<file path="src/sv/rbst_pkg.sv">
package rbst_pkg;

  // Coordinate format: signed Q(COORD_WIDTH-FRAC_BITS).FRAC_BITS
  localparam int COORD_WIDTH = 32;
  localparam int FRAC_BITS   = 16;

  // Field widths and stream widths
  localparam int AXIS_WIDTH    = 2;
  localparam int IN_BITS       = AXIS_WIDTH + 6 * COORD_WIDTH;
  localparam int S_TDATA_WIDTH = ((IN_BITS + 7) / 8) * 8;
  localparam int M_TDATA_WIDTH = 8;

  // Axis codes
  localparam logic [AXIS_WIDTH-1:0] AXIS_X    = 2'd0;
  localparam logic [AXIS_WIDTH-1:0] AXIS_Y    = 2'd1;
  localparam logic [AXIS_WIDTH-1:0] AXIS_Z    = 2'd2;
  localparam logic [AXIS_WIDTH-1:0] AXIS_NONE = 2'd3;

  // Saturation limits
  localparam logic [COORD_WIDTH-1:0] Q_MAX = {1'b0, {(COORD_WIDTH-1){1'b1}}};
  localparam logic [COORD_WIDTH-1:0] Q_MIN = {1'b1, {(COORD_WIDTH-1){1'b0}}};

  // Sequencer states
  typedef enum logic [2:0] {
    S_IDLE,
    S_PREP,
    S_DIV_LOW,
    S_DIV_HIGH,
    S_SORT,
    S_TIGHTEN,
    S_CHECK,
    S_EMIT
  } state_t;

  // Divider status seen by the sequencer
  typedef struct packed {
    logic busy;
    logic done;
  } div_status_t;

endpackage

</file>
<file path="src/sv/ray_box_slab_test_top.sv">
// Ray against axis-aligned box slab test. Send one transfer per axis in x, y, z order; the
// x transfer loads the ray interval and starts a new test, the z transfer yields one result
// transfer carrying the hit flag, and axis code 3 is dropped. Each axis runs two signed
// Q16.16 divisions (slab low and high crossing) on one shared radix-2 divider, one quotient
// bit per cycle; after setup, the divisions, ordering, interval update and miss check, the
// block returns to idle, and s_tready is high only while it is idle, so no new item is taken
// before the last one is through. A zero direction skips the divisions. A pending result
// waits in the output register while the next item is accepted; a z item stalls only if the
// previous result has not been taken.
module ray_box_slab_test_top (
  input  logic                                  clk,
  input  logic                                  rst,
  input  logic                                  s_tvalid,
  output logic                                  s_tready,
  // axis_index, box_low, box_high, ray_origin, ray_direction, interval_start,
  // interval_end, zero fill
  input  logic [rbst_pkg::S_TDATA_WIDTH-1:0]    s_tdata,
  output logic                                  m_tvalid,
  input  logic                                  m_tready,
  // hit, zero fill
  output logic [rbst_pkg::M_TDATA_WIDTH-1:0]    m_tdata
);

  localparam int CW = rbst_pkg::COORD_WIDTH;
  localparam int AW = rbst_pkg::AXIS_WIDTH;

  rbst_pkg::state_t      state;
  rbst_pkg::state_t      state_next;
  rbst_pkg::div_status_t div_stat;

  logic [AW-1:0]        axis;
  logic signed [CW-1:0] box_low;
  logic signed [CW-1:0] box_high;
  logic signed [CW-1:0] ray_origin;
  logic signed [CW-1:0] ray_direction;
  logic signed [CW-1:0] near_distance;
  logic signed [CW-1:0] far_distance;
  logic signed [CW-1:0] t0;
  logic signed [CW-1:0] t1;
  logic                 miss_latched;
  logic                 hit;

  logic                 s_xfer;
  logic [AW-1:0]        in_axis;
  logic                 dir_zero;
  logic                 out_load;
  logic                 div_start;
  logic signed [CW:0]   div_num;
  logic [CW-1:0]        div_quot;

  assign s_xfer   = s_tvalid & s_tready;
  assign in_axis  = s_tdata[AW-1:0];
  assign dir_zero = (ray_direction == '0);

  // Next state
  always_comb begin
    state_next = state;
    unique case (state)
      rbst_pkg::S_IDLE: begin
        if (s_xfer && in_axis != rbst_pkg::AXIS_NONE) state_next = rbst_pkg::S_PREP;
      end
      rbst_pkg::S_PREP: begin
        state_next = dir_zero ? rbst_pkg::S_CHECK : rbst_pkg::S_DIV_LOW;
      end
      rbst_pkg::S_DIV_LOW: begin
        if (div_stat.done) state_next = rbst_pkg::S_DIV_HIGH;
      end
      rbst_pkg::S_DIV_HIGH: begin
        if (div_stat.done) state_next = rbst_pkg::S_SORT;
      end
      rbst_pkg::S_SORT:    state_next = rbst_pkg::S_TIGHTEN;
      rbst_pkg::S_TIGHTEN: state_next = rbst_pkg::S_CHECK;
      rbst_pkg::S_CHECK: begin
        state_next = (axis == rbst_pkg::AXIS_Z) ? rbst_pkg::S_EMIT : rbst_pkg::S_IDLE;
      end
      rbst_pkg::S_EMIT: begin
        if (!m_tvalid || m_tready) state_next = rbst_pkg::S_IDLE;
      end
      default: state_next = rbst_pkg::S_IDLE;
    endcase
  end

  // Sequencer outputs
  always_comb begin
    s_tready  = 1'b0;
    div_start = 1'b0;
    out_load  = 1'b0;
    div_num   = {box_high[CW-1], box_high} - {ray_origin[CW-1], ray_origin};
    unique case (state)
      rbst_pkg::S_IDLE: s_tready = 1'b1;
      rbst_pkg::S_PREP: begin
        div_start = !dir_zero;
        div_num   = {box_low[CW-1], box_low} - {ray_origin[CW-1], ray_origin};
      end
      rbst_pkg::S_DIV_LOW: div_start = div_stat.done;
      rbst_pkg::S_EMIT:    out_load  = !m_tvalid || m_tready;
      default: ;
    endcase
  end

  // Shared divider
  rbst_divider u_div (
    .clk    (clk),
    .rst    (rst),
    .start  (div_start),
    .num    (div_num),
    .den    (ray_direction),
    .status (div_stat),
    .quot   (div_quot)
  );

  // State register
  always_ff @(posedge clk) begin
    if (rst) begin
      state <= rbst_pkg::S_IDLE;
    end else begin
      state <= state_next;
    end
  end

  // Capture the item's fields
  always_ff @(posedge clk) begin
    if (s_xfer) begin
      axis          <= in_axis;
      box_low       <= s_tdata[AW +: CW];
      box_high      <= s_tdata[AW + CW +: CW];
      ray_origin    <= s_tdata[AW + 2*CW +: CW];
      ray_direction <= s_tdata[AW + 3*CW +: CW];
    end
  end

  // Hold slab crossings, ordered before the interval update
  always_ff @(posedge clk) begin
    if (state == rbst_pkg::S_DIV_LOW && div_stat.done) t0 <= div_quot;
    if (state == rbst_pkg::S_DIV_HIGH && div_stat.done) t1 <= div_quot;
    if (state == rbst_pkg::S_SORT && t0 > t1) begin
      t0 <= t1;
      t1 <= t0;
    end
  end

  // Running interval and miss latch
  always_ff @(posedge clk) begin
    if (rst) begin
      near_distance <= '0;
      far_distance  <= '0;
      miss_latched  <= 1'b0;
    end else begin
      if (s_xfer && in_axis == rbst_pkg::AXIS_X) begin
        near_distance <= s_tdata[AW + 4*CW +: CW];
        far_distance  <= s_tdata[AW + 5*CW +: CW];
        miss_latched  <= 1'b0;
      end
      if (state == rbst_pkg::S_PREP && dir_zero &&
          (ray_origin < box_low || ray_origin > box_high)) begin
        miss_latched <= 1'b1;
      end
      if (state == rbst_pkg::S_TIGHTEN) begin
        if (t0 > near_distance) near_distance <= t0;
        if (t1 < far_distance) far_distance <= t1;
      end
      if (state == rbst_pkg::S_CHECK && far_distance <= near_distance) begin
        miss_latched <= 1'b1;
      end
    end
  end

  // Output register
  always_ff @(posedge clk) begin
    if (rst) begin
      m_tvalid <= 1'b0;
    end else if (out_load) begin
      m_tvalid <= 1'b1;
    end else if (m_tready) begin
      m_tvalid <= 1'b0;
    end
  end

  always_ff @(posedge clk) begin
    if (out_load) hit <= !miss_latched;
  end

  assign m_tdata = {{(rbst_pkg::M_TDATA_WIDTH-1){1'b0}}, hit};

`ifndef SYNTH
  a_start_idle: assert property (@(posedge clk) disable iff (rst)
    div_start |-> !div_stat.busy)
    else $error("divider started while busy");
  a_done_in_div: assert property (@(posedge clk) disable iff (rst)
    div_stat.done |-> (state == rbst_pkg::S_DIV_LOW || state == rbst_pkg::S_DIV_HIGH))
    else $error("divider result outside a division state");
  a_miss_check: assert property (@(posedge clk) disable iff (rst)
    (state == rbst_pkg::S_CHECK && far_distance <= near_distance) |=> miss_latched)
    else $error("empty interval did not latch a miss");
  a_result_from_z: assert property (@(posedge clk) disable iff (rst)
    out_load |-> (axis == rbst_pkg::AXIS_Z))
    else $error("result produced for an item other than z");
`endif

endmodule

</file>
<file path="src/sv/rbst_divider.sv">
module rbst_divider (
  input  logic                                   clk,
  input  logic                                   rst,
  input  logic                                   start,
  input  logic signed [rbst_pkg::COORD_WIDTH:0]  num,
  input  logic signed [rbst_pkg::COORD_WIDTH-1:0] den,
  output rbst_pkg::div_status_t                  status,
  output logic [rbst_pkg::COORD_WIDTH-1:0]       quot
);

  localparam int CW    = rbst_pkg::COORD_WIDTH;
  localparam int FB    = rbst_pkg::FRAC_BITS;
  // Dividend bits above this position can produce no quotient bit without overflow
  localparam int SKIP  = CW + 1 - FB;
  localparam int CNT_W = $clog2(CW + 2);

  logic             busy;
  logic             finish;
  logic             done;
  logic [CNT_W-1:0] count;
  logic [CW-1:0]    rem;
  logic [CW-1:0]    dmag;
  logic [CW:0]      shift_in;
  logic [CW:0]      q;
  logic             neg;
  logic             ovf;

  logic [CW:0]      a_abs;
  logic [CW-1:0]    d_abs;
  logic             ovf_next;
  logic [CW:0]      rem_shift;
  logic [CW:0]      rem_diff;
  logic             rem_ge;
  logic             sat;

  // Magnitudes and early overflow check for the full Q quotient
  always_comb begin
    a_abs    = num[CW] ? (CW+1)'(-num) : num;
    d_abs    = den[CW-1] ? CW'(-den) : den;
    ovf_next = ({{(SKIP-1){1'b0}}, a_abs} >= {d_abs, {SKIP{1'b0}}});
  end

  // One restoring step: bring in the next dividend bit, subtract if it fits
  always_comb begin
    rem_shift = {rem, shift_in[CW]};
    rem_diff  = rem_shift - {1'b0, dmag};
    rem_ge    = (rem_shift >= {1'b0, dmag});
    sat       = ovf | q[CW] | q[CW-1];
  end

  // Control
  always_ff @(posedge clk) begin
    if (rst) begin
      busy   <= 1'b0;
      finish <= 1'b0;
      done   <= 1'b0;
      count  <= '0;
    end else begin
      done <= 1'b0;
      if (start) begin
        busy  <= 1'b1;
        count <= CNT_W'(CW + 1);
      end else if (busy) begin
        count <= count - 1'b1;
        if (count == CNT_W'(1)) begin
          busy   <= 1'b0;
          finish <= 1'b1;
        end
      end else if (finish) begin
        finish <= 1'b0;
        done   <= 1'b1;
      end
    end
  end

  // Datapath
  always_ff @(posedge clk) begin
    if (start) begin
      dmag     <= d_abs;
      neg      <= num[CW] ^ den[CW-1];
      ovf      <= ovf_next;
      rem      <= {{(CW-FB){1'b0}}, a_abs[CW:SKIP]};
      shift_in <= {a_abs[SKIP-1:0], {FB{1'b0}}};
      q        <= '0;
    end else if (busy) begin
      rem      <= rem_ge ? rem_diff[CW-1:0] : rem_shift[CW-1:0];
      shift_in <= {shift_in[CW-1:0], 1'b0};
      q        <= {q[CW-1:0], rem_ge};
    end
    // Saturate and apply the sign
    if (finish) begin
      if (neg) begin
        quot <= sat ? rbst_pkg::Q_MIN : CW'(-q[CW-1:0]);
      end else begin
        quot <= sat ? rbst_pkg::Q_MAX : q[CW-1:0];
      end
    end
  end

  assign status.busy = busy | finish;
  assign status.done = done;

`ifndef SYNTH
  a_done_pulse: assert property (@(posedge clk) disable iff (rst) done |=> !done)
    else $error("divider done held longer than one cycle");
  a_busy_count: assert property (@(posedge clk) disable iff (rst)
    busy |-> (count != '0))
    else $error("divider iterating with zero step count");
  a_finish_after: assert property (@(posedge clk) disable iff (rst)
    $rose(finish) |-> $past(busy) && $past(count == CNT_W'(1)))
    else $error("divider finished early");
`endif

endmodule
</file>
<file path="config.mk">
export PLATFORM = sky130hd
export DESIGN_NAME = ray_box_slab_test_top
export DESIGN_NICKNAME = d
export VERILOG_FILES = /design/src/sv/rbst_pkg.sv /design/src/sv/ray_box_slab_test_top.sv /design/src/sv/rbst_divider.sv
export SDC_FILE = /design/constraint.sdc
export NUM_CORES = 1
export LEC_CHECK = 0
export ABC_AREA = 1
export CAP_MARGIN = 0
export CORE_ASPECT_RATIO = 1.25
export CORE_MARGIN = 2
export CORE_UTILIZATION = 36
export CTS_BUF_LIST = sky130_fd_sc_hd__clkbuf_16
export DETAILED_ROUTE_END_ITERATION = 10
export DONT_BUFFER_PORTS = 1
export GPL_ROUTABILITY_DRIVEN = 0
export REMOVE_ABC_BUFFERS = 1
export SETUP_SLACK_MARGIN = 0.1
export SLEW_MARGIN = 25
export SYNTH_ARGS = -nofsm -noshare
export SYNTH_HDL_FRONTEND = slang
export SYNTH_SLANG_ARGS = --single-unit
</file>
<file path="constraint.sdc">
create_clock -name clk -period 12.85 [get_ports clk]
set_input_delay 1.9275 -clock clk [delete_from_list [all_inputs] [get_ports clk]]
set_output_delay 1.9275 -clock clk [all_outputs]
set_load 0.01 [all_outputs]
</file>
### Word-level counts from Yosys, hierarchy flattened

Cells that the tools add are included.

* $add $sub $neg: 7
* magnitude comparators: 8
* equality and inequality tests: 15
* multiplexer cells: 44
* bitwise operators: 5
* reductions and logical operators: 25

Operators by type and width (number)
* 2-to-1 mux 32 bit: 15
* 2-to-1 mux 33 bit: 4
* greater-than comparator 32 bit: 3
* subtractor 32 x 32 -> 33 bit: 2
* less-than comparator 32 bit: 2
* negation 32 bit: 2
* greater-or-equal comparator 33 x 49 -> 1 bit: 1
* greater-or-equal comparator 33 x 32 -> 1 bit: 1
* negation 33 bit: 1
* <= comparator 32 bit: 1
* logical NOT 32 bit: 1
* 2-to-1 mux 16 bit: 2
* subtractor 32 bit: 1
* case mux 3 bit (8 select lines): 1
* 2-to-1 mux 3 bit: 6
* 2-to-1 mux 1 bit: 13
* equality test 3 bit (second input constant): 4
* 2-to-1 mux 6 bit: 2
* logical AND 1 bit: 8
* inequality test 2 bit (second input constant): 4
* nonzero test 2 bit: 4
* equality test 3 x 2 -> 1 bit (second input constant): 2
* equality test 6 x 1 -> 1 bit (second input constant): 1
* subtractor 6 x 1 -> 6 bit (second input constant): 1
* 17 further kinds: 22

* flip-flop bits (word level): 421
* bits of input ports: 204
* logic and storage cells: 130

### Longest topological paths before layout

* depth after elaboration: 7
* gate-level depth with buffers: 38
* depth with buffers taken out: 38

### By module

Synthesis repeated with hierarchy kept, for this count alone.

* cells, all modules: 3809
* area, all modules: 28942.8 µm²

By module, submodules not included
* ray_box_slab_test_top: times used 1, cells an instance 2275, area an instance 17823.3 µm²
* rbst_divider: times used 1, cells an instance 1534, area an instance 11119.4 µm²

### Worst setup path before layout

Ideal clock, no wire load.

* kind: input to register
* start point: input port s_tvalid
* end point: register near_distance[2]
* arrival time: 8.486 ns
* data required time: 12.735 ns
* path slack: 4.249 ns
* stages on the path: 9
* buffers on the path: 2
* cells stage by stage: inv_1 -> nor2_1 -> nand2_1 -> clkbuf_1 -> buf_1 -> nor2_1 -> a21oi_1 -> a21oi_1 -> nor2_1

* longest elaborated chain between the ends: 5

Ends and longest elaborated chain
* start, declared: line ray_box_slab_test_top.sv:13 `input logic s_tvalid,`
* bitwise AND 1 bit *: line ray_box_slab_test_top.sv:51 `assign s_xfer = s_tvalid & s_tready;`
* named net s_xfer: line ray_box_slab_test_top.sv:43 `logic s_xfer;`
* logical AND 1 bit *: line ray_box_slab_test_top.sv:149 `if (s_xfer && in_axis == rbst_pkg::AXIS_X) begin`
* 2-to-1 mux 32 bit *: line ray_box_slab_test_top.sv:149
* 2-to-1 mux 32 bit: line ray_box_slab_test_top.sv:159 `if (t0 > near_distance) near_distance <= t0;`
* 2-to-1 mux 32 bit *: line ray_box_slab_test_top.sv:158 `if (state == rbst_pkg::S_TIGHTEN) begin`
* end signal, assigned: line ray_box_slab_test_top.sv:150 `near_distance <= s_tdata[AW + 4*CW +: CW];`
* end signal, assigned: line ray_box_slab_test_top.sv:159
* end, declared: line ray_box_slab_test_top.sv:36 `logic signed [CW-1:0] near_distance;`

Mark *: on every way through the listed nets, which the timed path passes. The rest lies on a longest branch.
A chain may end at the register's enable or synchronous reset.

### Final worst setup path

* start point: register ray_origin[0]
* end point: register u_div.ovf, data pin

* longest elaborated chain between the ends: 5
* elaborated cells between the ends (all ways): 6

Ends and longest elaborated chain
* start, declared: line ray_box_slab_test_top.sv:34 `logic signed [CW-1:0] ray_origin;`
* start signal, assigned: line ray_box_slab_test_top.sv:127 `ray_origin <= s_tdata[AW + 2*CW +: CW];`
* subtractor 32 x 32 -> 33 bit (on tied branches): line ray_box_slab_test_top.sv:88, ray_box_slab_test_top.sv:93
* 2-to-1 mux 33 bit *: line ray_box_slab_test_top.sv:89 `unique case (state)`
* negation 33 bit: line rbst_divider.sv:38 `a_abs = num[CW] ? (CW+1)'(-num) : num;`
* 2-to-1 mux 33 bit *: line rbst_divider.sv:38
* greater-or-equal comparator 33 x 49 -> 1 bit *: line rbst_divider.sv:40 `ovf_next = ({{(SKIP-1){1'b0}}, a_abs} >= {d_abs, {SKIP{1'b0}}});`
* named net u_div.ovf_next: line rbst_divider.sv:30 `logic ovf_next;`
* end signal, assigned: line rbst_divider.sv:81 `ovf <= ovf_next;`
* end, declared: line rbst_divider.sv:26 `logic ovf;`

Marks and branches as above.

==> impl_metrics.toml <==
[finish]
multi_input_area_um2 = 15400
instances_no_fill = 5233
nFillCells = 8641
layout-drive-gt1-share_pct = 3.61
final-seq-area_um2 = 11400
nNetsFinal = 4567
fin_area_um2 = 32600
antenna_cells = 0
areaGrowthSynthToFinish_pct = 9.19

[power_and_ir_drop]
vdd_drop_max_uv = 192
p_per_area_nw_per_um2 = 250
leakagePower_nw = 15.7

[sta]
hold_violations = 0
finalMaxSlewViolations = 0
relSlewSlack_pct = 34.7
setup_violations = 0
clock_skew_ps = 17.8
finalCritPeriodShare_pct = 44.4
rsz0062_at_grt = "false"
period_needed_ps = 5700
max_freq_mhz = 175
worst_pin_slew_ps = 970

[logic_synthesis]
synth_cell_type_count = 61
ys.warnings.count = 0
yosys-top-cells-count = "nand2_1 (1160), inv_1 (701), nor2_1 (421), edfxtp_1 (294), nand3_1 (282)"
yosysTopAreaCell = "edfxtp_1"
ys.flop_type = "edfxtp_1"
synth_edf_count = 294
synth.most_common_cell = "nand2_1"
synth_async_sr_flop_share_pct = 0
synthCells = 4145
synth.avg_cell_area_um2 = 7.21
yosysSeqAreaShare_pct = 38.0
ys_seq_elements = 421
netlist_area_um2 = 29900
ys_top_cells_by_area = "edfxtp_1 (30%), nand2_1 (15%), ha_1 (10%), inv_1 (8.8%), dfxtp_1 (8.5%)"
yosys.area.top_type_share_pct = 29.5

[detailed_routing]
postRouteAntennaNets = 0
vias_per_cell = 4.93
via_count = 25800
wire_per_inst_um = 16.1
wirelength_um = 84300
first_pass_iters = 6
first_iter_violations = 1538
drc = 0

[global_route]
grt_max_degree = 88
gr-total-overflow = 0
grt_usage_pct = 19.7
grt_pass1_vias = 25000
grt_pass1_wl_um = 133000
antenna_found_initial = 3

[die]
die_x_um = 262
die_area_um2 = 85400
io_pins = 214
core_um2 = 82500
num_rows = 118
initial_core_util_pct = 36.2
dieHeight_um = 326

[clock_network]
clockBufferDepth = 3
clk_pin_slew_worst_paths_ps = 60
clock_sinks = 421
cts_buffers = 49
cts.htree.levels = 2
cts_resized = 0
root_buffer = "clkbuf_16"
clk_latency_ps = 610
ctsHoldBuffers = 0
cts_tree = "done"
post_cts_buffers = 0

[worst_setup_path]
critical_path.endpoint_type = "flop"
path_common_cell = "nand2_1"
critPathMaxStageDelay_ps = 500
start_kind = "flop"
criticalPathCategory = "flop to flop"
critical_path_required_ps = 13310
critPathMaxFanout = 33
arrival_ps = 6160
slowest_stage = "inv_2"

[run_status]
status = "finished, final reports clean"

[place]
portBuffers = 0
place_area_um2 = 30900
dp_hpwl_um = 66700
placedCellCount = 5143

[job]
drv_cap = 0

[hold_path]
hp-class = "flop to flop"
[layout by cell type, fill, tap and decap left out, drive strengths merged, types with 3 or more instances in the layout]
cell type  instances
o22ai             31
xnor2             16
clkbuf            50
nand4             70
nand2           1167
conb               7
a21o               6
a31oi              8
clkinv            16
a221oi             9
nor2             430
o21bai            12
o21ai            222
o211ai            15
nor3              36
or2                3
fa                 3
bufinv             8
a21oi            207
clkinvlp           6
and2              12
ha               246
nand3b            12
xor2              74
dfxtp            127
nor4              10
edfxtp           294
buf               14
o31ai              5
a211oi             9
nand3            283
inv              727
[state kept, by name, summed over array words and instances, names as in the netlist, 32 cells and up]
register and cells:
box_high 32, box_low 32, far_distance 32, near_distance 32, ray_direction 32, ray_origin 32
t0 32, t1 32, u_div.dmag 32, u_div.q 33, u_div.quot 32, u_div.rem 32
[path summary, 6_finish.rpt]
path            startpoint   endpoint  slack (ps)  depth (start not counted)
min reg2reg   miss_latched        hit         470                          1
max          ray_origin[0]  u_div.ovf        7150                         35
max reg2reg  ray_origin[0]  u_div.ovf        7150                         35
min           miss_latched        hit         470                          1
[metal layers]
layer  share of wire (%)  vias to the layer above  global-route usage [%]  wire length, um
li1                    -                    13400                       -                -
met3                 4.2                      185                    3.06             3500
met2                  52                      502                    37.0            43500
met1                  40                    11800                    21.5            33300
met5               0.031                        -                       0               26
met4                 4.7                        4                    8.67             3980
[cells by family after synthesis]
logic type / count (synthesis) / share of synthesized area (%)
fa+ha+maj: 249 / 10.5
simple gates: 2025 / 28.1
other cells: 1 / 0.0125
compound gates: 539 / 9.95
buf+inv: 819 / 10.7
xor+xnor: 90 / 2.66
mux: 1 / 0.0377
flops: 421 / 38.0
[worst max-delay path, delay by kind of cell (launching register included)]
| family | cells | cell delay, ps |
|---|---|---|
| adders and majority gates | 3 | 930 |
| buffers and inverters | 4 | 800 |
| and+or+nand+nor | 28 | 3370 |
| DFF | 1 | 420 |
[stage by stage]
| step | util [%] | hold WS, ps | total power, W | setup WS (ps) | setup TNS, ps |
|---|---|---|---|---|---|
| floorplan | - | 428 | 0.00542 | -69.9 | -69.9 |
| global placement | 37.5 | 452 | 0.00662 | 7230 | 0 |
| detailed placement | 37.5 | 455 | 0.00668 | 7130 | 0 |
| CTS | 39.5 | 470 | 0.00821 | 7080 | 0 |
| global route | 39.5 | 483 | 0.00893 | 6670 | 0 |
| finish | 39.5 | 469 | 0.00816 | 7150 | 0 |
[power breakdown]
group / internal (W) / switching, W / leakage (nW)
Clock: 0.000880 / 0.000608 / 0.844
Sequential: 0.00194 / 0.000173 / 3.76
Combinational: 0.00142 / 0.00314 / 11.1
Total: 0.00424 / 0.00392 / 15.7
[area by class of cell]
type                    instances  share of cell area, %
multi-input cells            2911                   47.2
flip-flops and latches        421                   34.8
inverters                     717                   8.25
well taps                    1080                   4.14
clock buffers                  50                   3.83
clock inverters                40                   1.41
repair buffers                 14                  0.322
Note: power is estimated with default switching activity, not from simulation.
